## config.mk

```make
export PLATFORM = sky130hd
export DESIGN_NAME = single_button_dimmer_unit_flat
export DESIGN_NICKNAME = d
export VERILOG_FILES = /design/src/hdl/sbd_pkg.sv /design/src/hdl/sbd_if.sv /design/src/hdl/single_button_dimmer_unit.sv /design/src/flat_wrapper.sv
export SDC_FILE = /design/constraint.sdc
export NUM_CORES = 1
export LEC_CHECK = 0
export ABC_AREA = 0
export BUFFER_PORTS_ARGS = -buffer_cell sky130_fd_sc_hd__buf_2
export CORE_MARGIN = 5
export CORE_UTILIZATION = 40
export DETAILED_ROUTE_END_ITERATION = 10
export PLACE_DENSITY = 0.58
export SYNTH_ARGS = -nofsm -noshare
export SYNTH_HDL_FRONTEND = slang
export SYNTH_SLANG_ARGS = --single-unit
```

## constraint.sdc

```tcl
create_clock -name i_clk -period 5.07 [get_ports i_clk]
set_input_delay 0.507 -clock i_clk [delete_from_list [all_inputs] [get_ports i_clk]]
set_output_delay 0.507 -clock i_clk [all_outputs]
set_load 0.01 [all_outputs]
```

## src/hdl/sbd_pkg.sv

```systemverilog
// Shared types and constants for the single-button dimmer.
package sbd_pkg;

    // Field widths.
    localparam int unsigned LEVEL_W = 7;
    localparam int unsigned WAIT_W  = 7;
    localparam int unsigned CFG_W   = 7;
    localparam int unsigned INDEX_W = 2;

    // Configuration register indexes.
    localparam logic [INDEX_W-1:0] CFG_MAX_LEVEL  = 2'd0;
    localparam logic [INDEX_W-1:0] CFG_MIN_LEVEL  = 2'd1;
    localparam logic [INDEX_W-1:0] CFG_STEP_LEVEL = 2'd2;
    localparam logic [INDEX_W-1:0] CFG_HOLD_WAIT  = 2'd3;

    // Reset values.
    localparam logic [LEVEL_W-1:0] RST_MAX_LEVEL   = 7'd100;
    localparam logic [LEVEL_W-1:0] RST_MIN_LEVEL   = 7'd4;
    localparam logic [LEVEL_W-1:0] RST_STEP_LEVEL  = 7'd4;
    localparam logic [WAIT_W-1:0]  RST_HOLD_WAIT   = 7'd10;
    localparam logic [LEVEL_W-1:0] RST_SAVED_LEVEL = 7'd20;

    // Lamp modes.
    typedef enum logic [2:0] {
        MODE_OFF         = 3'd0,
        MODE_ON          = 3'd1,
        MODE_UP          = 3'd2,
        MODE_HIGH        = 3'd3,
        MODE_HIGH_PRESSED = 3'd4,
        MODE_DOWN        = 3'd5,
        MODE_LOW         = 3'd6,
        MODE_LOW_PRESSED = 3'd7
    } t_mode;

    // Button events.
    typedef enum logic [1:0] {
        EV_NONE    = 2'd0,
        EV_PRESS   = 2'd1,
        EV_RELEASE = 2'd2,
        EV_HOLD    = 2'd3
    } t_event;

endpackage

```

## src/hdl/sbd_if.sv

```systemverilog
// Handshake interfaces for the dimmer's input, result and configuration channels.

// Input channel: one button sample per word.
interface sbd_in_if;
    logic valid;
    logic ready;
    logic button_down;

    modport source (output valid, output button_down, input ready);
    modport sink   (input valid, input button_down, output ready);
endinterface

// Result channel: lamp state and the event of one tick per word.
interface sbd_out_if;
    logic       valid;
    logic       ready;
    logic [6:0] lamp_level;
    logic [2:0] lamp_mode;
    logic [1:0] button_event;

    modport source (output valid, output lamp_level, output lamp_mode,
                    output button_event, input ready);
    modport sink   (input valid, input lamp_level, input lamp_mode,
                    input button_event, output ready);
endinterface

// Configuration write channel: register index and data.
interface sbd_cfg_if;
    logic       valid;
    logic       ready;
    logic [1:0] index;
    logic [6:0] data;

    modport source (output valid, output index, output data, input ready);
    modport sink   (input valid, input index, input data, output ready);
endinterface

```

## src/hdl/single_button_dimmer_unit.sv

```systemverilog
// Single-button lamp dimmer: button samples in, lamp level, mode and event out.
//
// Usage: i_in carries one button sample per word, one word per button tick.
// Every accepted sample yields exactly one word on o_out with the lamp level,
// the lamp mode and the button event after that tick. i_cfg writes the four
// registers (max level, min level, step, hold wait); it is always ready. It
// must be written only while no sample is in flight; the block does not enforce it.
// Latency: the result of a sample is on o_out in the cycle after acceptance.
// Throughput: one sample per cycle while o_out takes its words. The event
// decode, mode update and the saturating add or subtract on the level all
// settle combinationally between the state registers and the result register.
// Stall: the result register holds its word while o_out.ready is low; a new
// sample is still taken in the cycle the held word leaves, so i_in.ready
// drops only while a result waits and the receiver does not take it.
// Reset: synchronous, active low. The lamp is off at level 0 with a saved
// level of 20, no button is held, the wait count is zero, the registers
// take their reset values and o_out is empty.
module single_button_dimmer_unit (
    input  logic  i_clk,
    input  logic  i_rst_n,
    sbd_in_if.sink    i_in,
    sbd_out_if.source o_out,
    sbd_cfg_if.sink   i_cfg
);
    import sbd_pkg::*;

    // Configuration registers.
    logic [LEVEL_W-1:0] r_max_level;
    logic [LEVEL_W-1:0] r_min_level;
    logic [LEVEL_W-1:0] r_step_level;
    logic [WAIT_W-1:0]  r_hold_wait;

    // Tick state.
    logic               r_held;
    logic [WAIT_W-1:0]  r_wait;
    t_mode              r_mode;
    logic [LEVEL_W-1:0] r_level;
    logic [LEVEL_W-1:0] r_saved;

    // Next values.
    logic               n_held;
    logic [WAIT_W-1:0]  n_wait;
    t_event             n_event;
    t_mode              n_mode;
    logic [LEVEL_W-1:0] n_level;
    logic [LEVEL_W-1:0] n_saved;

    // Result register.
    logic               r_out_valid;
    logic [LEVEL_W-1:0] r_out_level;
    t_mode              r_out_mode;
    t_event             r_out_event;

    // Dimming arithmetic.
    logic [LEVEL_W:0]   up_sum;
    logic [LEVEL_W:0]   down_limit;
    logic [LEVEL_W-1:0] up_level;
    logic [LEVEL_W-1:0] down_level;

    logic in_accept;

    assign i_cfg.ready = 1'b1;
    assign i_in.ready  = !r_out_valid || o_out.ready;
    assign in_accept   = i_in.valid && i_in.ready;

    // Configuration writes.
    always_ff @(posedge i_clk) begin
        if (!i_rst_n) begin
            r_max_level  <= RST_MAX_LEVEL;
            r_min_level  <= RST_MIN_LEVEL;
            r_step_level <= RST_STEP_LEVEL;
            r_hold_wait  <= RST_HOLD_WAIT;
        end else if (i_cfg.valid) begin
            unique case (i_cfg.index)
                CFG_MAX_LEVEL:  r_max_level  <= i_cfg.data;
                CFG_MIN_LEVEL:  r_min_level  <= i_cfg.data;
                CFG_STEP_LEVEL: r_step_level <= i_cfg.data;
                CFG_HOLD_WAIT:  r_hold_wait  <= i_cfg.data;
            endcase
        end
    end

    // Event decode from the held flag and the wait count.
    always_comb begin
        n_held  = r_held;
        n_wait  = r_wait;
        n_event = EV_NONE;
        if (!i_in.button_down) begin
            if (r_held) begin
                // The wait count survives a release.
                n_held  = 1'b0;
                n_event = EV_RELEASE;
            end else begin
                n_wait = '0;
            end
        end else if (!r_held) begin
            n_held  = 1'b1;
            n_event = EV_PRESS;
        end else if (r_wait < r_hold_wait) begin
            n_wait = r_wait + 1'b1;
        end else begin
            n_event = EV_HOLD;
        end
    end

    // Saturating level steps in both directions.
    always_comb begin
        up_sum     = {1'b0, r_level} + {1'b0, r_step_level};
        down_limit = {1'b0, r_min_level} + {1'b0, r_step_level};
        up_level   = (up_sum > {1'b0, r_max_level}) ? r_max_level : up_sum[LEVEL_W-1:0];
        down_level = ({1'b0, r_level} > down_limit) ? r_level - r_step_level : r_min_level;
    end

    // Mode machine: next mode and levels for the decoded event.
    always_comb begin
        n_mode  = r_mode;
        n_level = r_level;
        n_saved = r_saved;
        unique case (r_mode)
            MODE_OFF: begin
                if (n_event == EV_PRESS) begin
                    n_level = r_saved;
                    n_mode  = MODE_ON;
                end
            end
            MODE_ON, MODE_UP: begin
                if (n_event == EV_RELEASE) begin
                    n_mode = MODE_HIGH;
                end else if (n_event == EV_HOLD) begin
                    n_level = up_level;
                    n_mode  = MODE_UP;
                end
            end
            MODE_HIGH: begin
                if (n_event == EV_PRESS) begin
                    n_mode = MODE_HIGH_PRESSED;
                end
            end
            MODE_HIGH_PRESSED: begin
                if (n_event == EV_RELEASE) begin
                    n_saved = r_level;
                    n_level = '0;
                    n_mode  = MODE_OFF;
                end else if (n_event == EV_HOLD) begin
                    n_level = down_level;
                    n_mode  = MODE_DOWN;
                end
            end
            MODE_DOWN: begin
                if (n_event == EV_RELEASE) begin
                    n_mode = MODE_LOW;
                end else if (n_event == EV_HOLD) begin
                    n_level = down_level;
                    n_mode  = MODE_DOWN;
                end
            end
            MODE_LOW: begin
                if (n_event == EV_PRESS) begin
                    n_mode = MODE_LOW_PRESSED;
                end
            end
            MODE_LOW_PRESSED: begin
                if (n_event == EV_RELEASE) begin
                    n_saved = r_level;
                    n_level = '0;
                    n_mode  = MODE_OFF;
                end else if (n_event == EV_HOLD) begin
                    n_level = up_level;
                    n_mode  = MODE_UP;
                end
            end
        endcase
    end

    // State registers advance once per accepted sample.
    always_ff @(posedge i_clk) begin
        if (!i_rst_n) begin
            r_held  <= 1'b0;
            r_wait  <= '0;
            r_mode  <= MODE_OFF;
            r_level <= '0;
            r_saved <= RST_SAVED_LEVEL;
        end else if (in_accept) begin
            r_held  <= n_held;
            r_wait  <= n_wait;
            r_mode  <= n_mode;
            r_level <= n_level;
            r_saved <= n_saved;
        end
    end

    // Result register valid flag.
    always_ff @(posedge i_clk) begin
        if (!i_rst_n) begin
            r_out_valid <= 1'b0;
        end else if (in_accept) begin
            r_out_valid <= 1'b1;
        end else if (o_out.ready) begin
            r_out_valid <= 1'b0;
        end
    end

    // Result register payload.
    always_ff @(posedge i_clk) begin
        if (in_accept) begin
            r_out_level <= n_level;
            r_out_mode  <= n_mode;
            r_out_event <= n_event;
        end
    end

    // Result outputs.
    always_comb begin
        o_out.valid        = r_out_valid;
        o_out.lamp_level   = r_out_level;
        o_out.lamp_mode    = r_out_mode;
        o_out.button_event = r_out_event;
    end

    // The lamp is dark whenever it is off.
    a_off_dark: assert property (@(posedge i_clk) disable iff (!i_rst_n)
        r_mode == MODE_OFF |-> r_level == '0)
        else $error("lamp off with nonzero level");

    // A pending result always shows the current lamp state.
    a_out_matches_state: assert property (@(posedge i_clk) disable iff (!i_rst_n)
        o_out.valid |-> (o_out.lamp_mode == r_mode && o_out.lamp_level == r_level))
        else $error("result word differs from lamp state");

    // A released button reports a release and clears the held flag.
    a_release: assert property (@(posedge i_clk) disable iff (!i_rst_n)
        (in_accept && !i_in.button_down && r_held)
        |=> (!r_held && o_out.button_event == EV_RELEASE))
        else $error("release not reported");

    // A fresh press reports a press and sets the held flag.
    a_press: assert property (@(posedge i_clk) disable iff (!i_rst_n)
        (in_accept && i_in.button_down && !r_held)
        |=> (r_held && o_out.button_event == EV_PRESS))
        else $error("press not reported");

endmodule

```

## src/flat_wrapper.sv

```systemverilog
// flat-port wrapper written by rule: the top's interface ports become plain ports
module single_button_dimmer_unit_flat import sbd_pkg::*;
  (i_clk, i_rst_n, i_in_valid, i_in_button_down, i_in_ready, o_out_valid, o_out_lamp_level, o_out_lamp_mode, o_out_button_event, o_out_ready, i_cfg_valid, i_cfg_index, i_cfg_data, i_cfg_ready);
  sbd_in_if i_in_i ();
  sbd_out_if o_out_i ();
  sbd_cfg_if i_cfg_i ();
  input  logic i_clk;
  input  logic i_rst_n;
  input wire logic [$bits(i_in_i.valid)-1:0] i_in_valid;
  input wire logic [$bits(i_in_i.button_down)-1:0] i_in_button_down;
  output wire logic [$bits(i_in_i.ready)-1:0] i_in_ready;
  output wire logic [$bits(o_out_i.valid)-1:0] o_out_valid;
  output wire logic [$bits(o_out_i.lamp_level)-1:0] o_out_lamp_level;
  output wire logic [$bits(o_out_i.lamp_mode)-1:0] o_out_lamp_mode;
  output wire logic [$bits(o_out_i.button_event)-1:0] o_out_button_event;
  input wire logic [$bits(o_out_i.ready)-1:0] o_out_ready;
  input wire logic [$bits(i_cfg_i.valid)-1:0] i_cfg_valid;
  input wire logic [$bits(i_cfg_i.index)-1:0] i_cfg_index;
  input wire logic [$bits(i_cfg_i.data)-1:0] i_cfg_data;
  output wire logic [$bits(i_cfg_i.ready)-1:0] i_cfg_ready;
  assign i_in_i.valid = i_in_valid;
  assign i_in_i.button_down = i_in_button_down;
  assign i_in_ready = i_in_i.ready;
  assign o_out_valid = o_out_i.valid;
  assign o_out_lamp_level = o_out_i.lamp_level;
  assign o_out_lamp_mode = o_out_i.lamp_mode;
  assign o_out_button_event = o_out_i.button_event;
  assign o_out_i.ready = o_out_ready;
  assign i_cfg_i.valid = i_cfg_valid;
  assign i_cfg_i.index = i_cfg_index;
  assign i_cfg_i.data = i_cfg_data;
  assign i_cfg_ready = i_cfg_i.ready;
  single_button_dimmer_unit u_core (.i_clk(i_clk), .i_rst_n(i_rst_n), .i_in(i_in_i), .o_out(o_out_i), .i_cfg(i_cfg_i));
endmodule
```

==> metrics, run 1 <==
status=completed; ys async rst share=0; Final Skew=0.006363 ns; Via density=5.588; Clk Latency, worst-skew pair=0.33 ns; Cells after DPL=669; setup violators final=0; crit path launch type=register; routed length per instance=17.05 µm; Final Hold Slack=0.4436 ns; Worst EP arrival=4.19 ns; post-DP HPWL=8773 µm; min cycle time layout=4.119 ns; CP Cell Sequence=inv_1 -> ha_1 -> nand2b_1 -> a211o_1 -> a311oi_1 -> ha_1 -> and3_1 -> a221o_1 -> o21ai_2 -> nand3_2 -> mux2i_1 -> nor2_1 -> a2111o_1; vias=3828; setup TNS=0 ns; Post-Syn Area=4512 µm²; CP Capture Type=register; Max Clock Freq=0.2428 GHz; top area cells in the synthesized netlist=dfxtp_1 24%, ha_1 11%, edfxtp_1 8.0%; Yosys cell types=69; Clk pwr share=0.426; # diodes=0; critical path peak fanout=6; dominant synthesized flop cell=dfxtp_1; global-route wire length before repair=18770 µm; DRC=0; Psw=0.0004127 W; die area=13500 µm²; # Post-CTS Setup Buffers=0; EDFF count, synth=12; Slew Limit Fails=0; share of Yosys cell area claimed by the top area cell type=0.2396; R2R cell count=13; Cells after Synth=522; most used cell, CP=ha_1; 1st-pass router iterations=5; Rows=38; ratio of cells with drive above 1 in the final layout=0.1101; initial core utilization=0.4126; P&R area growth vs syn=11.65%; Max VDD drop=0.1569 mV; Worst Max-Slew Pin Slew=0.9854 ns; initial antenna violation count=0; CP Depth=13; Post-CTS Resized=0; Max Cap Viol=0; slew margin rel.=0.3380; CTS Sinks=66; Gate power share=0.172; clk slew on worst S/H paths=0.06 ns; final hold vios=0; Final ANT Viol Nets=0; Power Density=287.4 nW/µm²; I/O pins=30; CTS tree=yes; largest net degree at the start of global routing=53; Worst path top cell family by delay=compound AO/OA/AOI/OAI gates; CTS buffer count=9; vias in the first global route=3541; Sequential Power Share=0.402; PortBufs=28; sequential share of the synthesized area=0.3195; clock buffer depth=2; WHS Path Cells=3; Mapped Avg Cell Area=8.643 µm²; RSZ-0062 raised after global routing=no; Yosys top cell by area=dfxtp_1; Die H=116.2 µm; final wirelength=11680 µm; top-count cell post-synth=dfxtp_1; Int Pwr=0.001035 W; synthesis-stage register bit count=66; total global routing overflow=0; Final GP Congestion=0.9628; Sw Ratio=0.2850; GRT Total Usage=0.1798; leak pwr=2.117 nW; Crit path largest cell delay=0.53 ns; syn_nets=581; hold crit path type=input pin to register; WS Path Type=register to register; Max H-tree Level=3; worst path required time=5.14 ns; buffers and inverters on the worst path=1; core area=10940 µm²; YS warnings=0; final cell count without fillers=685; die width=116.2 µm; number of buffers inserted by hold repair at cts=0; commonest cells in the netlist=54 x dfxtp_1, 49 x nand2_1, 41 x ha_1; Iteration-0 DRC Markers=260; Slowest-stage cell, CP=dfxtp_1; Final period util=0.8124; NumNets Final=599; clock root buffer=clkbuf_16
[registers in the layout, summed over array words and instances (netlist names), 7 cells and up]
name and cells:
u_core.o_out.lamp_level 7, u_core.r_hold_wait 7, u_core.r_level 7, u_core.r_max_level 7
u_core.r_min_level 7, u_core.r_saved 7, u_core.r_step_level 7, u_core.r_wait 7
[cells in the final DEF (no fill, tap or decap), types with 3 or more instances in the layout]
| cell | instances |
|---|---|
| nor2_1 | 29 |
| xnor2_1 | 7 |
| o21ai_2 | 3 |
| nand3_1 | 12 |
| o22ai_1 | 6 |
| o211ai_1 | 6 |
| o21a_1 | 3 |
| nand2b_1 | 7 |
| ha_1 | 41 |
| nand3b_1 | 4 |
| mux2i_1 | 26 |
| o21ai_1 | 3 |
| edfxtp_1 | 12 |
| nor3_1 | 5 |
| clkbuf_16 | 9 |
| a211o_1 | 3 |
| buf_2 | 28 |
| o31a_1 | 3 |
| or3_1 | 4 |
| nor2b_1 | 27 |
| dfxtp_1 | 54 |
| a211oi_1 | 8 |
| a21o_1 | 6 |
| a21boi_0 | 9 |
| and2_1 | 5 |
| o221ai_1 | 3 |
| fa_1 | 3 |
| inv_1 | 38 |
| a21oi_1 | 28 |
| and3_1 | 6 |
| xor2_1 | 9 |
| nand4_1 | 8 |
| o21ai_0 | 31 |
| nand2_1 | 49 |
[path summary, 6_finish.rpt]
kind              slack (ns)                         end                   start
hold / removal          0.44          u_core.o_out.valid              i_in_valid
hold reg to reg         0.47       u_core.r_hold_wait[5]   u_core.r_hold_wait[5]
setup / recovery        0.95  u_core.o_out.lamp_level[3]  u_core.r_step_level[1]
setup reg to reg        0.95  u_core.o_out.lamp_level[3]  u_core.r_step_level[1]
[routing by layer]
layer / global-route usage / vias to the layer above / share of wire
li1: - / 1918 / -
met1: 0.2536 / 1784 / 0.48
met2: 0.2766 / 107 / 0.44
met3: 0.03316 / 19 / 0.054
met4: 0.06265 / 0 / 0.023
met5: 0 / - / 0
[tightest hold or removal path, cell delays in order]
cell and delay [ns]:
buf_2 0.11, inv_1 0.04, a21boi_0 0.06
[cell type report]
cell class	instances	area, µm²
Fill cell	1105	5898
Multi-Input combinational cell	396	2838
Sequential cell	66	1441
Clock buffer	9	225.2
Tap cell	140	175.2
Timing Repair Buffer	29	147.6
Inverter	38	142.6
Clock inverter	7	67.56
[cells by family after synthesis]
logic type                 count (synthesis)  share of synthesized area
other                                      1                  0.0008311
and+or+nand+nor                          163                     0.1814
buffers and inverters                     60                    0.05158
DFF                                       66                     0.3195
AOI/OAI and AO/OA                        145                     0.2285
adders and majority gates                 44                     0.1270
xor gates and xnor gates                  16                    0.03106
muxes                                     27                    0.06018
[through the flow]
stage               setup WS (ns)    util  cell area [µm²]  total power [W]
floorplan                   1.500       -             4512        0.0007645
global placement            1.157  0.4339             4745        0.0008351
detailed placement         0.9816  0.4339             4745        0.0008396
CTS                        0.9440  0.4606             5037         0.001457
global route               0.6558  0.4606             5037         0.001516
finish                     0.9513  0.4606             5037         0.001448
[power groups by stage]
stage | registers, W | logic (W) | clock network (W)
2_1_floorplan | 0.000584 | 0.000181 | 0
6_report | 0.000582 | 0.000249 | 0.000617
4_1_cts | 0.000582 | 0.000248 | 0.000627
3_5_place_dp | 0.000593 | 0.000247 | 0
5_1_grt | 0.000585 | 0.000277 | 0.000655
3_3_place_gp | 0.000592 | 0.000243 | 0
No activity file was read; power rests on OpenSTA's default activity.
==> run 2: changes to the inputs <==
--- a/config.mk
+++ b/config.mk
@@ -5,7 +5,7 @@
 export SDC_FILE = /design/constraint.sdc
 export NUM_CORES = 1
 export LEC_CHECK = 0
-export ABC_AREA = 0
+export ABC_AREA = 1
 export BUFFER_PORTS_ARGS = -buffer_cell sky130_fd_sc_hd__buf_2
 export CORE_MARGIN = 5
 export CORE_UTILIZATION = 40
==> constraint.sdc (replaced) <==
create_clock -name i_clk -period 3.9 [get_ports i_clk]
set_input_delay 0.39 -clock i_clk [delete_from_list [all_inputs] [get_ports i_clk]]
set_output_delay 0.39 -clock i_clk [all_outputs]
set_load 0.01 [all_outputs]
==> run 2 against run 1 <==
First-iteration DRC count is 3.5% higher. Worst setup slack worse by 0.22 ns. Final cell count is 20% higher. Worst hold slack worse by 0.089 ns. Largest cell class unchanged. Largest power group unchanged.
==> metrics, run 2 <==
GRT Total Usage=0.1877 (+0.007904); Cells after Synth=647 (+24%); largest net degree at the start of global routing=38 (-28%); critical path peak fanout=8 (+2); Final ANT Viol Nets=0 (unchanged); # diodes=0 (unchanged); dominant synthesized flop cell=dfxtp_1; clock root buffer=clkbuf_16; Max H-tree Level=3 (unchanged); sequential cell area=1441 µm² (unchanged); final cell count without fillers=820 (+20%); worst path required time=4.18 ns (-0.96 ns); Power Density=424.4 nW/µm² (+48%); commonest cells in the netlist=155 x nand2_1, 93 x inv_1, 59 x nand3_1; global-route wire length before repair=19910 µm (+6.1%); 1st-pass router iterations=4 (-1); hold crit path type=input pin to register; die width=116.5 µm (+0.27%); share of Yosys cell area claimed by the top area cell type=0.2382 (-0.001387); slew margin rel.=0.4676 (+0.1296); die area=13580 µm² (+0.53%); Via density=5.115 (-8.5%); Max Cap Viol=0 (unchanged); most frequent cells in the layout=155 x nand2_1, 93 x inv_1, 59 x nand3_1; RSZ-0062 raised after global routing=no; initial antenna violation count=0 (unchanged); top area cells in the synthesized netlist=dfxtp_1 24%, nand2_1 13%, ha_1 11%; vias=4194 (+9.6%); vias in the first global route=4052 (+14%); core area=10980 µm² (+0.43%); CTS Sinks=66 (unchanged); most common cell after layout, fill and taps aside=nand2_1; ratio of cells with drive above 1 in the final layout=0.1103 (+0.0002024); initial core utilization=0.4132 (+0.0006062); min cycle time layout=3.165 ns (-0.9541 ns); status=completed; leak pwr=2.552 nW (+21%); Max VDD drop=0.2068 mV (+32%); post-DP HPWL=9438 µm (+7.6%); CTS buffer count=9 (unchanged); Rows=38 (unchanged); Post-Syn Area=4538 µm² (+0.58%); top-count cell post-synth=nand2_1; Yosys top cell by area=dfxtp_1; synthesis-stage register bit count=66 (unchanged); Final period util=0.8115 (-0.0009175); EDFF count, synth=12 (unchanged); Worst Max-Slew Pin Slew=0.7967 ns (-0.1887 ns); setup violators final=0 (unchanged); Worst EP arrival=3.44 ns (-0.75 ns); CTS tree=yes; P&R area growth vs syn=12.38%; number of buffers inserted by hold repair at cts=0 (unchanged); I/O pins=30 (unchanged); Iteration-0 DRC Markers=269 (+3.5%); final hold vios=0 (unchanged); Clk Latency, worst-skew pair=0.33 ns (about the same); crit path launch type=register; Slew Limit Fails=0 (unchanged); multi-input logic area=2621 µm² (-7.6%); Die H=116.5 µm (+0.27%); PortBufs=28 (unchanged); NumNets Final=734 (+23%); Final GP Congestion=0.8627 (-10%); syn_nets=706 (+22%); DRC=0 (unchanged); # Post-CTS Setup Buffers=0 (unchanged); routed length per instance=14.80 µm (-13%); Yosys cell types=38 (-45%); sequential share of the synthesized area=0.3176 (-0.001850); YS warnings=0 (unchanged); Cells after DPL=804 (+20%); clk slew on worst S/H paths=0.05 ns (about the same); clock buffer depth=2 (unchanged); setup TNS=0 ns (unchanged); ys async rst share=0 (unchanged); WS Path Type=register to register; Max Clock Freq=0.3160 GHz (+30%); fill count=1102 (-0.27%); total global routing overflow=0 (unchanged); Final Skew=0.005091 ns (-0.001272 ns); final wirelength=12140 µm (+3.9%); Post-CTS Resized=0 (unchanged); Mapped Avg Cell Area=7.014 µm² (-19%); CP Capture Type=register
-- run 2: per-layer routing --
layer  track usage  vias to the layer above  share of wire
met2        0.3078                       67           0.46
met1        0.2488                     1924           0.48
li1              -                     2187              -
met5             0                        -              0
met3       0.03109                       16          0.038
met4       0.06883                        0          0.018
-- run 2: area by class of cell --
| class | count | area share |
|---|---|---|
| clock buffers | 13 | 0.04710 |
| clock inverters | 3 | 0.01276 |
| inverters | 109 | 0.08023 |
| multi-input cells | 460 | 0.5140 |
| flip-flops and latches | 66 | 0.2826 |
| well taps | 140 | 0.03435 |
| repair buffers | 29 | 0.02895 |
-- run 2: per-stage QoR --
step	setup slack, ns	instance area, µm²	hold slack [ns]	utilization	power, W
floorplan	1.155	4538	0.4331	-	0.001175
global placement	0.7632	4795	0.4624	0.4365	0.001325
detailed placement	0.7620	4795	0.4653	0.4365	0.001328
CTS	0.7339	5100	0.3447	0.4643	0.002179
global route	0.4434	5100	0.3619	0.4643	0.002288
finish	0.7353	5100	0.3545	0.4643	0.002164
-- run 2: path summary, 6_finish.rpt --
check | start | endpoint | slack [ns] | cells after the start
max | u_core.r_step_level[0] | u_core.r_level[2] | 0.74 | 22
min | i_cfg_data[0] | u_core.r_hold_wait[0] | 0.35 | 3
min reg2reg | u_core.r_min_level[5] | u_core.r_min_level[5] | 0.47 | 2
max reg2reg | u_core.r_step_level[0] | u_core.r_level[2] | 0.74 | 22
-- run 2: cells by family (layout without fill, tap and decap cells) --
kind of cell | count (synthesis) | after routing | share of synthesized area
flops | 66 | 66 | 0.3176
buf+inv | 121 | 154 | 0.1048
other cells | 1 | 1 | 0.0008263
simple gates | 285 | 285 | 0.2796
xor+xnor | 14 | 14 | 0.02702
fa+ha+maj | 44 | 44 | 0.1263
compound gates | 116 | 116 | 0.1439
-- run 2: report_power, final --
group | switching [W] | total, W | internal (W)
Clock | 0.000286 | 0.000845 | 0.000559
Sequential | 0.0000321 | 0.000775 | 0.000743
Combinational | 0.000362 | 0.000544 | 0.000182
-- run 2: worst max-delay path, cell delays in order, from the launching register on --
cell and delay (ns):
dfxtp_1 0.34, ha_1 0.25, fa_1 0.44, nand3_1 0.11
nand2_1 0.09, nand2_1 0.06, nand2_1 0.06, a21oi_1 0.15
xor2_1 0.17, ha_1 0.26, inv_1 0.06, nor2_1 0.04
nand2_1 0.05, nand4_1 0.11, nor2_4 0.22, nand2_2 0.16
nand2_1 0.11, nand3_1 0.07, nand2_1 0.08, nand2_1 0.08
nand4_1 0.08, nand2_1 0.07, inv_1 0.05
